[config.mk]
export PLATFORM = sky130hd
export DESIGN_NAME = integer_literal_parser
export DESIGN_NICKNAME = d
export VERILOG_FILES = /design/src/hdl/ilp_pkg.sv /design/src/hdl/integer_literal_parser.sv /design/src/hdl/ilp_in_stage.sv /design/src/hdl/ilp_core.sv /design/src/hdl/ilp_out_stage.sv
export SDC_FILE = /design/constraint.sdc
export NUM_CORES = 1
export LEC_CHECK = 0
export BUFFER_PORTS_ARGS = -buffer_cell sky130_fd_sc_hd__buf_2
export CAP_MARGIN = 10
export CELL_PAD_IN_SITES_DETAIL_PLACEMENT = 1
export CELL_PAD_IN_SITES_GLOBAL_PLACEMENT = 2
export CORE_MARGIN = 5
export CORE_UTILIZATION = 41
export DETAILED_ROUTE_END_ITERATION = 8
export PLACE_DENSITY = 0.91
export SYNTH_ARGS = -nofsm -noshare
export SYNTH_HDL_FRONTEND = slang
export SYNTH_SLANG_ARGS = --single-unit
[constraint.sdc]
create_clock -name clk -period 10 [get_ports clk]
set_input_delay 0 -clock clk [delete_from_list [all_inputs] [get_ports clk]]
set_output_delay 0 -clock clk [all_outputs]
set_load 0.05 [all_outputs]
[src/hdl/ilp_pkg.sv]
// ----------------------------------------------------------------------------
// ilp_pkg: shared types, constants and character helpers
// Defines the transaction structs of both channels and the character
// classification used by the integer literal parser.
// ----------------------------------------------------------------------------
package ilp_pkg;

  localparam int VALUE_BITS_DEF = 64;
  localparam int OUT_VALUE_W    = 64;
  localparam int CHAR_W         = 8;
  localparam int RADIX_W        = 5;
  localparam int SIZE_W         = 2;
  localparam int DIGIT_W        = 6;
  localparam int COUNT_W        = 3;
  localparam int TAIL_W         = 5 * CHAR_W;

  localparam logic [RADIX_W-1:0] RADIX_2  = 5'd2;
  localparam logic [RADIX_W-1:0] RADIX_3  = 5'd3;
  localparam logic [RADIX_W-1:0] RADIX_8  = 5'd8;
  localparam logic [RADIX_W-1:0] RADIX_10 = 5'd10;
  localparam logic [RADIX_W-1:0] RADIX_16 = 5'd16;
  localparam logic [RADIX_W-1:0] RADIX_NONE = 5'd0;

  localparam logic [SIZE_W-1:0] SIZE_INT8  = 2'd0;
  localparam logic [SIZE_W-1:0] SIZE_INT16 = 2'd1;
  localparam logic [SIZE_W-1:0] SIZE_INT32 = 2'd2;
  localparam logic [SIZE_W-1:0] SIZE_INT64 = 2'd3;

  localparam logic [CHAR_W-1:0] CH_ZERO = 8'h30;
  localparam logic [CHAR_W-1:0] CH_NINE = 8'h39;
  localparam logic [CHAR_W-1:0] CH_LA   = 8'h61;
  localparam logic [CHAR_W-1:0] CH_LZ   = 8'h7a;
  localparam logic [CHAR_W-1:0] CH_UA   = 8'h41;
  localparam logic [CHAR_W-1:0] CH_UZ   = 8'h5a;
  localparam logic [CHAR_W-1:0] CH_TICK = 8'h60;
  localparam logic [CHAR_W-1:0] CH_LS   = 8'h73;
  localparam logic [CHAR_W-1:0] CH_LU   = 8'h75;
  localparam logic [CHAR_W-1:0] CH_LI   = 8'h69;
  localparam logic [CHAR_W-1:0] CH_LN   = 8'h6e;
  localparam logic [CHAR_W-1:0] CH_LT   = 8'h74;

  localparam logic [4*CHAR_W-1:0] STR_INT8  = "int8";
  localparam logic [5*CHAR_W-1:0] STR_INT16 = "int16";
  localparam logic [5*CHAR_W-1:0] STR_INT32 = "int32";
  localparam logic [5*CHAR_W-1:0] STR_INT64 = "int64";

  localparam logic [COUNT_W-1:0] COUNT_MAX = 3'd7;

  typedef struct packed {
    logic [CHAR_W-1:0] char_code;
    logic              is_last;
  } in_item_t;

  typedef struct packed {
    logic [OUT_VALUE_W-1:0] literal_value;
    logic [RADIX_W-1:0]     radix;
    logic                   is_signed;
    logic [SIZE_W-1:0]      size_code;
  } out_item_t;

  function automatic logic [RADIX_W-1:0] prefix_base(input logic [CHAR_W-1:0] c);
    logic [RADIX_W-1:0] b;
    unique case (c)
      8'h62, 8'h42:               b = RADIX_2;
      8'h74, 8'h54:               b = RADIX_3;
      8'h6f, 8'h4f, 8'h63, 8'h43: b = RADIX_8;
      8'h64, 8'h44:               b = RADIX_10;
      8'h68, 8'h48, 8'h78, 8'h58: b = RADIX_16;
      default:                    b = RADIX_NONE;
    endcase
    return b;
  endfunction

  function automatic logic is_stop(input logic [CHAR_W-1:0] c);
    return (c == CH_LS) || (c == CH_LU) || (c == CH_LI) || (c == CH_LN) || (c == CH_LT);
  endfunction

  function automatic logic [DIGIT_W-1:0] digit_of(input logic [CHAR_W-1:0] c);
    logic [CHAR_W-1:0] d;
    d = '0;
    if (c >= CH_ZERO && c <= CH_NINE) begin
      d = c - CH_ZERO;
    end else if (c >= CH_LA && c <= CH_LZ) begin
      d = c - CH_LA + 8'd10;
    end else if (c >= CH_UA && c <= CH_UZ) begin
      d = c - CH_UA + 8'd10;
    end
    return d[DIGIT_W-1:0];
  endfunction

endpackage

[src/hdl/integer_literal_parser.sv]
// ----------------------------------------------------------------------------
// integer_literal_parser: streaming integer literal parser
// The input channel carries one character per transaction, with is_last
// set on the final character of a literal. The result channel carries one
// transaction per literal: the value, the radix, the signed flag and the
// size code taken from an int8, int16, int32 or int64 ending, else int32.
// A character is registered when accepted and folded into the literal
// state by one shift-and-add step as it leaves, so one character is taken
// every cycle unless a final character stalls. A final character loads the
// result register as it leaves. The result register lets new characters
// keep arriving while a result waits; only a final character stalls, in
// the input register, while the previous result has not been taken.
// Reset empties both registers and returns the literal state to base 10
// with a zero value. After each result the state clears in the same way.
// ----------------------------------------------------------------------------
module integer_literal_parser
  import ilp_pkg::*;
#(
  parameter int VALUE_BITS = VALUE_BITS_DEF
) (
  input  logic      clk,
  input  logic      rst_n,
  input  logic      in_valid,
  output logic      in_ready,
  input  in_item_t  in_data,
  output logic      out_valid,
  input  logic      out_ready,
  output out_item_t out_data
);

  logic      item_vld;
  in_item_t  item;
  logic      advance;
  logic      out_free;
  out_item_t result;

  assign advance = item_vld && (!item.is_last || out_free);

  ilp_in_stage u_in_stage (
    .clk      (clk),
    .rst_n    (rst_n),
    .in_valid (in_valid),
    .in_ready (in_ready),
    .in_data  (in_data),
    .advance  (advance),
    .item_vld (item_vld),
    .item     (item)
  );

  ilp_core #(
    .VALUE_BITS (VALUE_BITS)
  ) u_core (
    .clk    (clk),
    .rst_n  (rst_n),
    .step   (advance),
    .item   (item),
    .result (result)
  );

  ilp_out_stage u_out_stage (
    .clk       (clk),
    .rst_n     (rst_n),
    .load      (advance && item.is_last),
    .result    (result),
    .free      (out_free),
    .out_valid (out_valid),
    .out_ready (out_ready),
    .out_data  (out_data)
  );

  a_radix_legal: assert property (@(posedge clk) disable iff (!rst_n)
    out_valid |-> (out_data.radix == RADIX_2 || out_data.radix == RADIX_3 ||
                   out_data.radix == RADIX_8 || out_data.radix == RADIX_10 ||
                   out_data.radix == RADIX_16))
    else $error("result radix is not a supported base");

  a_last_held: assert property (@(posedge clk) disable iff (!rst_n)
    item_vld && item.is_last && !out_free |=> item_vld && item.is_last)
    else $error("stalled final character was lost");

  a_empty_ready: assert property (@(posedge clk) disable iff (!rst_n)
    !item_vld |-> in_ready)
    else $error("empty input register refused a transaction");

  a_result_loaded: assert property (@(posedge clk) disable iff (!rst_n)
    advance && item.is_last |=> out_valid)
    else $error("final character produced no result");

endmodule

[src/hdl/ilp_in_stage.sv]
// ----------------------------------------------------------------------------
// ilp_in_stage: input register
// Holds one accepted character transaction until the parser core consumes it.
// ----------------------------------------------------------------------------
module ilp_in_stage
  import ilp_pkg::*;
(
  input  logic     clk,
  input  logic     rst_n,
  input  logic     in_valid,
  output logic     in_ready,
  input  in_item_t in_data,
  input  logic     advance,
  output logic     item_vld,
  output in_item_t item
);

  logic     vld_r, vld_nxt;
  in_item_t item_r;

  assign in_ready = !vld_r || advance;
  assign vld_nxt  = (in_valid && in_ready) || (vld_r && !advance);

  always_ff @(posedge clk) begin
    if (!rst_n) begin
      vld_r <= 1'b0;
    end else begin
      vld_r <= vld_nxt;
    end
  end

  always_ff @(posedge clk) begin
    if (in_valid && in_ready) begin
      item_r <= in_data;
    end
  end

  assign item_vld = vld_r;
  assign item     = item_r;

endmodule

[src/hdl/ilp_core.sv]
// ----------------------------------------------------------------------------
// ilp_core: literal accumulation state
// Updates the prefix, accumulator, stop, unsigned and suffix state for one
// character per stepped cycle and forms the result on the final character.
// ----------------------------------------------------------------------------
module ilp_core
  import ilp_pkg::*;
#(
  parameter int VALUE_BITS = VALUE_BITS_DEF
) (
  input  logic      clk,
  input  logic      rst_n,
  input  logic      step,
  input  in_item_t  item,
  output out_item_t result
);

  logic [COUNT_W-1:0]    cnt_r, cnt_nxt;
  logic [CHAR_W-1:0]     first_r, first_nxt;
  logic [RADIX_W-1:0]    base_r, base_nxt;
  logic [VALUE_BITS-1:0] acc_r, acc_nxt;
  logic                  stop_r, stop_nxt;
  logic                  saw_u_r, saw_u_nxt;
  logic [TAIL_W-1:0]     tail_r, tail_nxt;

  logic [CHAR_W-1:0]     c;
  logic [RADIX_W-1:0]    pb;
  logic                  prefix_hit;
  logic [VALUE_BITS-1:0] scaled;
  logic [SIZE_W-1:0]     size;

  assign c  = item.char_code;
  assign pb = prefix_base(c);
  assign prefix_hit = (cnt_r == COUNT_W'(1)) && (first_r == CH_ZERO) && (pb != RADIX_NONE);

  always_comb begin
    unique case (base_r)
      RADIX_2:  scaled = acc_r << 1;
      RADIX_3:  scaled = (acc_r << 1) + acc_r;
      RADIX_8:  scaled = acc_r << 3;
      RADIX_16: scaled = acc_r << 4;
      default:  scaled = (acc_r << 3) + (acc_r << 1);
    endcase
  end

  always_comb begin
    saw_u_nxt = saw_u_r || (c == CH_LU);
    tail_nxt  = {tail_r[TAIL_W-CHAR_W-1:0], c};
    first_nxt = (cnt_r == '0) ? c : first_r;
    cnt_nxt   = (cnt_r == COUNT_MAX) ? cnt_r : cnt_r + COUNT_W'(1);
    base_nxt  = base_r;
    acc_nxt   = acc_r;
    stop_nxt  = stop_r;
    if (prefix_hit) begin
      base_nxt = pb;
      acc_nxt  = '0;
    end else if (c != CH_TICK && !stop_r) begin
      if (is_stop(c)) begin
        stop_nxt = 1'b1;
      end else begin
        acc_nxt = scaled + VALUE_BITS'(digit_of(c));
      end
    end
  end

  always_comb begin
    priority if (cnt_nxt >= COUNT_W'(4) && tail_nxt[4*CHAR_W-1:0] == STR_INT8) begin
      size = SIZE_INT8;
    end else if (cnt_nxt >= COUNT_W'(5) && tail_nxt == STR_INT16) begin
      size = SIZE_INT16;
    end else if (cnt_nxt >= COUNT_W'(5) && tail_nxt == STR_INT32) begin
      size = SIZE_INT32;
    end else if (cnt_nxt >= COUNT_W'(5) && tail_nxt == STR_INT64) begin
      size = SIZE_INT64;
    end else begin
      size = SIZE_INT32;
    end
  end

  always_comb begin
    result.literal_value = OUT_VALUE_W'(acc_nxt);
    result.radix         = base_nxt;
    result.is_signed     = !saw_u_nxt;
    result.size_code     = size;
  end

  always_ff @(posedge clk) begin
    if (!rst_n || (step && item.is_last)) begin
      cnt_r   <= '0;
      first_r <= '0;
      base_r  <= RADIX_10;
      acc_r   <= '0;
      stop_r  <= 1'b0;
      saw_u_r <= 1'b0;
      tail_r  <= '0;
    end else if (step) begin
      cnt_r   <= cnt_nxt;
      first_r <= first_nxt;
      base_r  <= base_nxt;
      acc_r   <= acc_nxt;
      stop_r  <= stop_nxt;
      saw_u_r <= saw_u_nxt;
      tail_r  <= tail_nxt;
    end
  end

endmodule

[src/hdl/ilp_out_stage.sv]
// ----------------------------------------------------------------------------
// ilp_out_stage: result register
// Holds one finished result transaction until the receiver takes it.
// ----------------------------------------------------------------------------
module ilp_out_stage
  import ilp_pkg::*;
(
  input  logic      clk,
  input  logic      rst_n,
  input  logic      load,
  input  out_item_t result,
  output logic      free,
  output logic      out_valid,
  input  logic      out_ready,
  output out_item_t out_data
);

  logic      vld_r, vld_nxt;
  out_item_t data_r;

  assign free    = !vld_r || out_ready;
  assign vld_nxt = load || (vld_r && !out_ready);

  always_ff @(posedge clk) begin
    if (!rst_n) begin
      vld_r <= 1'b0;
    end else begin
      vld_r <= vld_nxt;
    end
  end

  always_ff @(posedge clk) begin
    if (load) begin
      data_r <= result;
    end
  end

  assign out_valid = vld_r;
  assign out_data  = data_r;

endmodule
==> summary.txt, run 1 <==
Routing
  – Count of vias placed by the detailed router: 22,802
  – Remaining design rule violation count: 0
  – Total wire length: 87,900 µm
  – DRT iter0 DRCs: between 2,000 and 3,000
  – DR WL/cell: 25.5 µm
  – TritonRoute pass-1 iters: 8
  – Post-detailed-route count of antenna-violating nets: 0
  – Detailed-route vias per instance: 6.61

Layout
  – Area of all sequential standard cells: 0.00475 mm²
  – Footprint of the multi-input gates: 0.0150 mm²
  – Layout cell share with drive strength beyond 1: 0.0792
  – Finished layout cell area: 0.0222 mm²
  – Nets: 2,922
  – Post-route non-filler standard cell count: approximately 3,500
  – Area overhead of the layout relative to synthesis: 7.92%
  – Fill count: 6,320

Min path
  – Hold Path Origin: out_ready
  – Hold WC Path Type: input port to flop

Clock tree
  – Buffer levels on the longest clock path: 2
  – Inserted Clock Buffers: 17
  – Clock network latency to the later pin of the worst-skew pair: 0.47 ns
  – Clock input transition at the sequential cells of the worst setup and hold paths: 0.08 ns
  – CTS root buffer: sky130_fd_sc_hd__clkbuf_16
  – Sinks on the clock net: ~200
  – Post-CTS Setup Inserts: 0
  – Clock tree from TritonCTS: built
  – Number of H-tree branching levels: 4

GRT
  – GR Overflow Total: 0
  – Maximum number of pins on one net before global-route repair: 85
  – Aggregate global-route resource usage: 0.313
  – Number of antenna violations at the first check in global routing: 0
  – Global-route wire length before repair: about 140,000 µm
  – Vias in the first global route: 22,613

Synthesis
  – Arithmetic-cell share of the synthesized area counting full adders, half adders and majority gates: 0.0894
  – Synth Area in Compound Gates: 0.299
  – Cells after Synth: 2,788
  – Number of flops mapped to enable cells by yosys: 81
  – Top post-synthesis cells by area: sky130_fd_sc_hd__edfxtp_1 (12%), sky130_fd_sc_hd__dfxtp_1 (11%), sky130_fd_sc_hd__ha_1 (8.6%), sky130_fd_sc_hd__nand2_1 (8.4%), sky130_fd_sc_hd__a21oi_1 (7.8%)
  – Async SR Flop Fraction: 0
  – Cell type with the highest aggregate area in the netlist: sky130_fd_sc_hd__edfxtp_1
  – Post-synthesis sequential area ratio: 0.231
  – Combinational family with the most area after synthesis: compound AO/OA/AOI/OAI gates
  – Count of synthesis-stage warnings from yosys: 0
  – Post-synthesis share of cell area spent on xor and xnor gates: 0.0486
  – Synthesized area: 0.0205 mm²
  – Post-synthesis share of cell area spent on and, or, nand and nor gates: 0.272
  – Fraction of synthesized cell area taken by the top area cell type: 0.118
  – Distinct cell type count after synthesis: approximately 110
  – Most common flop cell mapped by yosys: sky130_fd_sc_hd__dfxtp_1
  – Mux share of post-synthesis cell area: 0.0183
  – Number of synthesized register bits: 197
  – Mean Syn Cell Area: 7.37 µm²
  – Most frequently used cell type in the post-synthesis netlist: sky130_fd_sc_hd__nand2_1
  – Synth cell count leaders: sky130_fd_sc_hd__nand2_1 (462), sky130_fd_sc_hd__a21oi_1 (321), sky130_fd_sc_hd__nor2_1 (222)
  – Synthesized netlist net count: 2,946

Timing
  – Top achievable clock speed: 147 MHz
  – Relative slew slack: 0.277
  – Setup_tns: 0 ns
  – Slew Limit Fails: 0
  – Number of failing hold endpoints at the final stage: 0
  – Final worst path period need: between 6 and 7 ns
  – Final WS setup: 3.22 ns
  – Final period util: 0.678
  – Worst-margin pin slew: roughly 1.1 ns
  – Final setup viols: 0
  – Post-Route Skew: between 0.01 and 0.015 ns
  – Setup repair after global routing missed its margin: no

Floorplan
  – Die boundary width: 234 µm
  – Overall die height: between 200 and 250 µm
  – Boundary Pins: 87
  – Starting density of the core: 0.412
  – Die ar.: 0.0547 mm²
  – Site row count: slightly above 80
  – CORE AREA: about 0.05 mm²

Setup path
  – Sort of element at the start of the critical path: flop
  – Crit path capture type: flop
  – Start point of the critical path: u_core.base_r[4]
  – Crit path required time: 10.19 ns
  – Biggest fanout along the worst timing path: 62
  – Startpoint-to-endpoint class of the critical path: flop to flop
  – Worst EP arrival: 6.98 ns
  – Worst r2r src: u_core.base_r[4]

Power
  – Leak: 7.97 nW
  – Peak supply drop: 148 µV
  – Pwr Density: 79.4 mW/mm²

Placement
  – Detailed placement HPWL: 67,800 µm
  – Cell Count Post-Placement: approximately 3,400
  – Post-Place Worst Slack: roughly 3.5 ns
  – Placer congestion estimate: 0.971
  – Count of input and output buffers: 86
  – Cell Area, Placed: 0.0214 mm²

Flow run
  – Max_cap viols: 0

Run status
  – Run status: finished, final reports clean
logic make-up (layout without fill, tap and decap cells):
group           after synthesis  in the layout
simple gates               1150           1150
compound gates              930            930
buf+inv                     215            204
flops                       197            197
fa+ha+maj                   145            145
xor+xnor                    114            114
mux                          37             37
other cells                   0              1
repair_timing:
action,in CTS,in global routing
resized for setup,0,0
hold buffers,13,0
hold endpoints to repair,17,0
critical path, cell delays in order (launching register included):
cell                       delay (ns)
sky130_fd_sc_hd__dfxtp_1         0.56
sky130_fd_sc_hd__nor4b_1         0.66
sky130_fd_sc_hd__o31a_2          0.24
sky130_fd_sc_hd__buf_4           0.62
sky130_fd_sc_hd__nand2b_1        0.16
sky130_fd_sc_hd__a22o_1          0.25
sky130_fd_sc_hd__ha_1            0.29
sky130_fd_sc_hd__a21o_1          0.13
sky130_fd_sc_hd__a21oi_1         0.11
sky130_fd_sc_hd__o21ai_0         0.29
sky130_fd_sc_hd__a21oi_1         0.14
sky130_fd_sc_hd__a211oi_1        0.39
sky130_fd_sc_hd__and2_1          0.22
sky130_fd_sc_hd__nand4_1         0.24
sky130_fd_sc_hd__nor2_1          0.56
sky130_fd_sc_hd__nand4_1         0.18
sky130_fd_sc_hd__buf_4           0.24
sky130_fd_sc_hd__nor3_1          0.52
sky130_fd_sc_hd__and4_1          0.35
sky130_fd_sc_hd__xor2_1          0.20
sky130_fd_sc_hd__o21ai_0         0.13
registers in the layout, indices dropped and copies added (netlist names):
name                   flops
u_core.saw_u_r             1
u_core.stop_r              1
u_core.tail_r             32
u_out_stage.out_data      72
u_core.acc_r              64
u_in_stage.item_vld        1
u_core.first_r             8
u_core.cnt_r               3
u_core.base_r              5
u_in_stage.item            9
u_out_stage.out_valid      1
layout by cell type (no fill, tap or decap), types with 10 or more instances in the layout:
cell type / netlist / routed
sky130_fd_sc_hd__nand2_1: 462 / 459
sky130_fd_sc_hd__a21oi_1: 321 / 320
sky130_fd_sc_hd__nor2_1: 222 / 221
sky130_fd_sc_hd__o21ai_0: 160 / 160
sky130_fd_sc_hd__ha_1: 142 / 142
sky130_fd_sc_hd__dfxtp_1: 116 / 116
sky130_fd_sc_hd__buf_2: 37 / 86
sky130_fd_sc_hd__nand4_1: 84 / 84
sky130_fd_sc_hd__edfxtp_1: 81 / 81
sky130_fd_sc_hd__xnor2_1: 67 / 67
sky130_fd_sc_hd__nand3_1: 64 / 64
sky130_fd_sc_hd__nor3_1: 63 / 63
sky130_fd_sc_hd__xor2_1: 47 / 47
sky130_fd_sc_hd__a21o_1: 46 / 46
sky130_fd_sc_hd__inv_1: 45 / 45
sky130_fd_sc_hd__a222oi_1: 39 / 39
sky130_fd_sc_hd__a211oi_1: 37 / 37
sky130_fd_sc_hd__or3_1: 33 / 33
sky130_fd_sc_hd__a22oi_1: 33 / 33
sky130_fd_sc_hd__mux2i_1: 32 / 32
sky130_fd_sc_hd__nor4_1: 30 / 30
sky130_fd_sc_hd__and2_1: 32 / 29
sky130_fd_sc_hd__a31oi_1: 29 / 29
sky130_fd_sc_hd__buf_4: 1 / 28
sky130_fd_sc_hd__o31ai_1: 28 / 27
sky130_fd_sc_hd__o21a_1: 26 / 26
sky130_fd_sc_hd__and3_1: 25 / 24
sky130_fd_sc_hd__nand2b_1: 23 / 22
sky130_fd_sc_hd__o211ai_1: 20 / 20
sky130_fd_sc_hd__clkbuf_16: 0 / 19
sky130_fd_sc_hd__o21bai_1: 16 / 16
sky130_fd_sc_hd__nor2b_1: 15 / 15
sky130_fd_sc_hd__nand3b_1: 14 / 14
sky130_fd_sc_hd__a22o_1: 14 / 14
sky130_fd_sc_hd__a211o_1: 13 / 13
sky130_fd_sc_hd__dlygate4sd3_1: 0 / 13
sky130_fd_sc_hd__o21ai_1: 11 / 11
sky130_fd_sc_hd__a21boi_0: 11 / 11
sky130_fd_sc_hd__nor3b_1: 10 / 10
routing by layer:
| layer | global-route usage | vias to the layer above | wire length, µm |
|---|---|---|---|
| met5 | 0 | - | 0 |
| met4 | 0.0618 | 0 | 1400 |
| met3 | 0.0477 | 95 | 7440 |
| met2 | 0.496 | 858 | 39000 |
| met1 | 0.456 | 11404 | 40100 |
| li1 | - | 10445 | - |
power by group:
part,internal (mW),leakage (nW),switching (mW)
logic,0.0446,5.96,0.116
clock network,0.368,0.309,0.363
registers,0.850,1.70,0.0183
per-stage QoR:
step            util  hold WS [ns]  power (mW)
3_5_place_dp   0.429         0.180        1.04
5_1_grt        0.445        0.0852        1.82
2_1_floorplan      -        0.0989       0.990
3_3_place_gp   0.429         0.178        1.04
6_report       0.445        0.0725        1.76
4_1_cts        0.445        0.0582        1.77
path summary, 6_finish.rpt:
path | to | slack, ns | cells past startpoint
max | u_out_stage.out_data[67] | 3.22 | 20
min | u_in_stage.item[0] | 0.07 | 3
max reg2reg | u_out_stage.out_data[67] | 3.22 | 20
min reg2reg | u_core.tail_r[24] | 0.47 | 2
layout make-up:
class,instances,share of cell area
Antenna cell,1,0.000113
Clock buffer,20,0.0217
Clock inverter,12,0.00711
Inverter,45,0.00762
Multi-Input combinational cell,2376,0.676
Sequential cell,197,0.214
Tap cell,672,0.0379
Timing Repair Buffer,127,0.0348
Note: power is estimated with default switching activity, not from simulation.
==> inputs of run 2 (changes only) <==
Settings changed: CORE_UTILIZATION 41 to 38, PLACE_DENSITY 0.91 to 0.85.
Clock period 10 ns to 6.3 ns, I/O delays scaled along.
==> run 2 against run 1 <==
Maximum frequency is 11% higher. Clock power increased by 63%. First-iteration DRC count fell by 5.2%. Clock skew increased by 0.015 ns. Sequential share of layout area fell by 0.33 points. Largest power group unchanged.
==> summary.txt, run 2 (synthesis gave the netlist of run 1 again) <==
Min path
  – Hold WC Path Type: input port to flop (unchanged)

Setup path
  – Crit path capture type: flop (unchanged)
  – Sort of element at the start of the critical path: flop (unchanged)
  – Startpoint-to-endpoint class of the critical path: flop to flop (unchanged)
  – Biggest fanout along the worst timing path: 10 (was 62)
  – Worst EP arrival: 6.28 ns (was 6.98 ns)
  – Crit path required time: 6.49 ns (was 10.19 ns)

Clock tree
  – Clock input transition at the sequential cells of the worst setup and hold paths: 0.09 ns (was 0.08 ns)
  – Clock tree from TritonCTS: built (unchanged)
  – Buffer levels on the longest clock path: 2 (unchanged)
  – Number of H-tree branching levels: 4 (unchanged)
  – Clock network latency to the later pin of the worst-skew pair: 0.48 ns (was 0.47 ns)
  – CTS root buffer: sky130_fd_sc_hd__clkbuf_16 (unchanged)
  – Inserted Clock Buffers: 17 (unchanged)
  – Post-CTS Setup Inserts: 0 (unchanged)
  – Sinks on the clock net: 197 (unchanged)

GRT
  – Global-route wire length before repair: 139,000 µm (was 135,000 µm)
  – Vias in the first global route: 22,709 (was 22,613)
  – GR Overflow Total: 0 (unchanged)
  – Number of antenna violations at the first check in global routing: 1 (was 0)
  – Maximum number of pins on one net before global-route repair: 91 (was 85)
  – Aggregate global-route resource usage: 0.297 (was 0.313)

Floorplan
  – CORE AREA: 0.0537 mm² (was 0.0499 mm²)
  – Die ar.: 0.0588 mm² (was 0.0547 mm²)
  – Starting density of the core: 0.383 (was 0.412)
  – Boundary Pins: 87 (unchanged)
  – Site row count: 85 (was 82)
  – Die boundary width: 243 µm (was 234 µm)
  – Overall die height: 243 µm (was 234 µm)

Routing
  – DR WL/cell: 26.1 µm (was 25.5 µm)
  – TritonRoute pass-1 iters: 6 (was 8)
  – Post-detailed-route count of antenna-violating nets: 0 (unchanged)
  – Total wire length: 91,900 µm (was 87,900 µm)
  – Remaining design rule violation count: 0 (unchanged)
  – DRT iter0 DRCs: 2,374 (was 2,503)
  – Detailed-route vias per instance: 6.60 (was 6.61)
  – Count of vias placed by the detailed router: 23,209 (was 22,802)

Timing
  – Final period util: 0.967 (was 0.678)
  – Relative slew slack: 0.276 (was 0.277)
  – Setup repair after global routing missed its margin: no (unchanged)
  – Slew Limit Fails: 0 (unchanged)
  – Top achievable clock speed: 164 MHz (was 147 MHz)
  – Post-Route Skew: 0.0295 ns (was 0.0144 ns)
  – Final worst path period need: 6.09 ns (was 6.78 ns)
  – Worst-margin pin slew: 1.09 ns (was 1.07 ns)
  – Number of failing hold endpoints at the final stage: 0 (unchanged)
  – Setup_tns: 0 ns (unchanged)
  – Final setup viols: 0 (unchanged)

Placement
  – Detailed placement HPWL: 72,300 µm (was 67,800 µm)
  – Placer congestion estimate: 0.982 (was 0.971)
  – Count of input and output buffers: 86 (unchanged)

Layout
  – Number of inserted diodes: 0 (was 1)
  – Nets: 2,964 (was 2,922)
  – Most common library cell in the layout ignoring fill and taps: sky130_fd_sc_hd__nand2_1 (unchanged)
  – Layout cell share with drive strength beyond 1: 0.0937 (was 0.0792)
  – Max reg flops: 72 (unchanged)
  – Fill count: 6,611 (was 6,320)
  – Area of all sequential standard cells: 0.00475 mm² (unchanged)
  – Area overhead of the layout relative to synthesis: 9.63% (was 7.92%)
  – Footprint of the multi-input gates: 0.0150 mm² (about the same)
  – Highest-count cells in the layout ignoring fill and taps: sky130_fd_sc_hd__nand2_1 (459), sky130_fd_sc_hd__a21oi_1 (320), sky130_fd_sc_hd__nor2_1 (220) (was sky130_fd_sc_hd__nand2_1 (459), sky130_fd_sc_hd__a21oi_1 (320), sky130_fd_sc_hd__nor2_1 (221))

Run status
  – Run status: finished, final reports clean (unchanged)

Power
  – Pwr Density: 126 mW/mm² (was 79.4 mW/mm²)
  – Peak supply drop: 162 µV (was 148 µV)
  – Power after layout: 2.83 mW (was 1.76 mW)
  – Leak: 8.20 nW (was 7.97 nW)

Flow run
  – Max_cap viols: 0 (unchanged)
run 2: cell types whose count changed in the layout (fill, tap and decap cells not counted), moves of 2 or more:
cell / change
sky130_fd_sc_hd__buf_4: +41
sky130_fd_sc_hd__clkinv_8: -3
sky130_fd_sc_hd__inv_12: +2
sky130_fd_sc_hd__inv_8: +3
run 2: final cells by class:
type,instances,area share
Timing Repair Buffer,169,0.0483
Clock inverter,14,0.00767
Multi-Input combinational cell,2376,0.667
Tap cell,696,0.0387
Sequential cell,197,0.211
Inverter,45,0.00750
Clock buffer,18,0.0200
run 2: critical path: stages (launching register included):
cell and delay (ns):
sky130_fd_sc_hd__dfxtp_1 0.49, sky130_fd_sc_hd__ha_1 0.41, sky130_fd_sc_hd__a211oi_1 0.71, sky130_fd_sc_hd__o211ai_1 0.23, sky130_fd_sc_hd__a31oi_1 0.22, sky130_fd_sc_hd__buf_4 0.17
sky130_fd_sc_hd__o21a_1 0.23, sky130_fd_sc_hd__nor4b_1 0.08, sky130_fd_sc_hd__nor3_1 0.61, sky130_fd_sc_hd__o211ai_1 0.52, sky130_fd_sc_hd__nor4_4 0.47, sky130_fd_sc_hd__nand3_2 0.12
sky130_fd_sc_hd__or4_1 0.75, sky130_fd_sc_hd__or4_1 0.61, sky130_fd_sc_hd__nand3_1 0.11, sky130_fd_sc_hd__a21oi_1 0.07
run 2: where the power goes:
part	switching, mW	internal, mW
Combinational	0.192	0.0734
Sequential	0.0238	1.35
Clock	0.622	0.569
Total	0.838	1.99
run 2: routing by layer:
| layer | global-route usage | vias to the layer above | wire length [µm] |
|---|---|---|---|
| met4 | 0.0859 | 2 | 2730 |
| met2 | 0.455 | 978 | 39400 |
| met5 | 0 | - | 12 |
| li1 | - | 10564 | - |
| met3 | 0.0477 | 147 | 8410 |
| met1 | 0.431 | 11518 | 41300 |
run 2: final timing paths:
check | cells after the start | slack [ns] | start | endpoint
worst max register to register | 15 | 0.21 | u_core.acc_r[3] | u_out_stage.out_data[69]
worst min register to register | 2 | 0.46 | u_core.tail_r[25] | u_core.tail_r[25]
worst max-delay path | 15 | 0.21 | u_core.acc_r[3] | u_out_stage.out_data[69]
worst min-delay path | 2 | 0.25 | in_data[2] | u_in_stage.item[2]
run 2: metrics by stage:
step | instances | hold WS [ns] | setup slack [ns] | instance area [µm²] | util
floorplan | 2788 | 0.0989 | 0.496 | 20500 | -
global placement | 3469 | 0.184 | 0.505 | 21700 | 0.405
detailed placement | 3469 | 0.188 | 0.320 | 21700 | 0.405
CTS | 3515 | 0.237 | 0.248 | 22500 | 0.419
global route | 3515 | 0.250 | 0.0229 | 22500 | 0.419
finish | 3515 | 0.249 | 0.208 | 22500 | 0.419
run 2: what timing repair did:
action | 4_1_cts | 5_1_grt
resized for setup | 0 | 4
endpoints found under the hold margin | 16 | 0
setup endpoints to repair | 0 | 18
hold buffers | 14 | 0
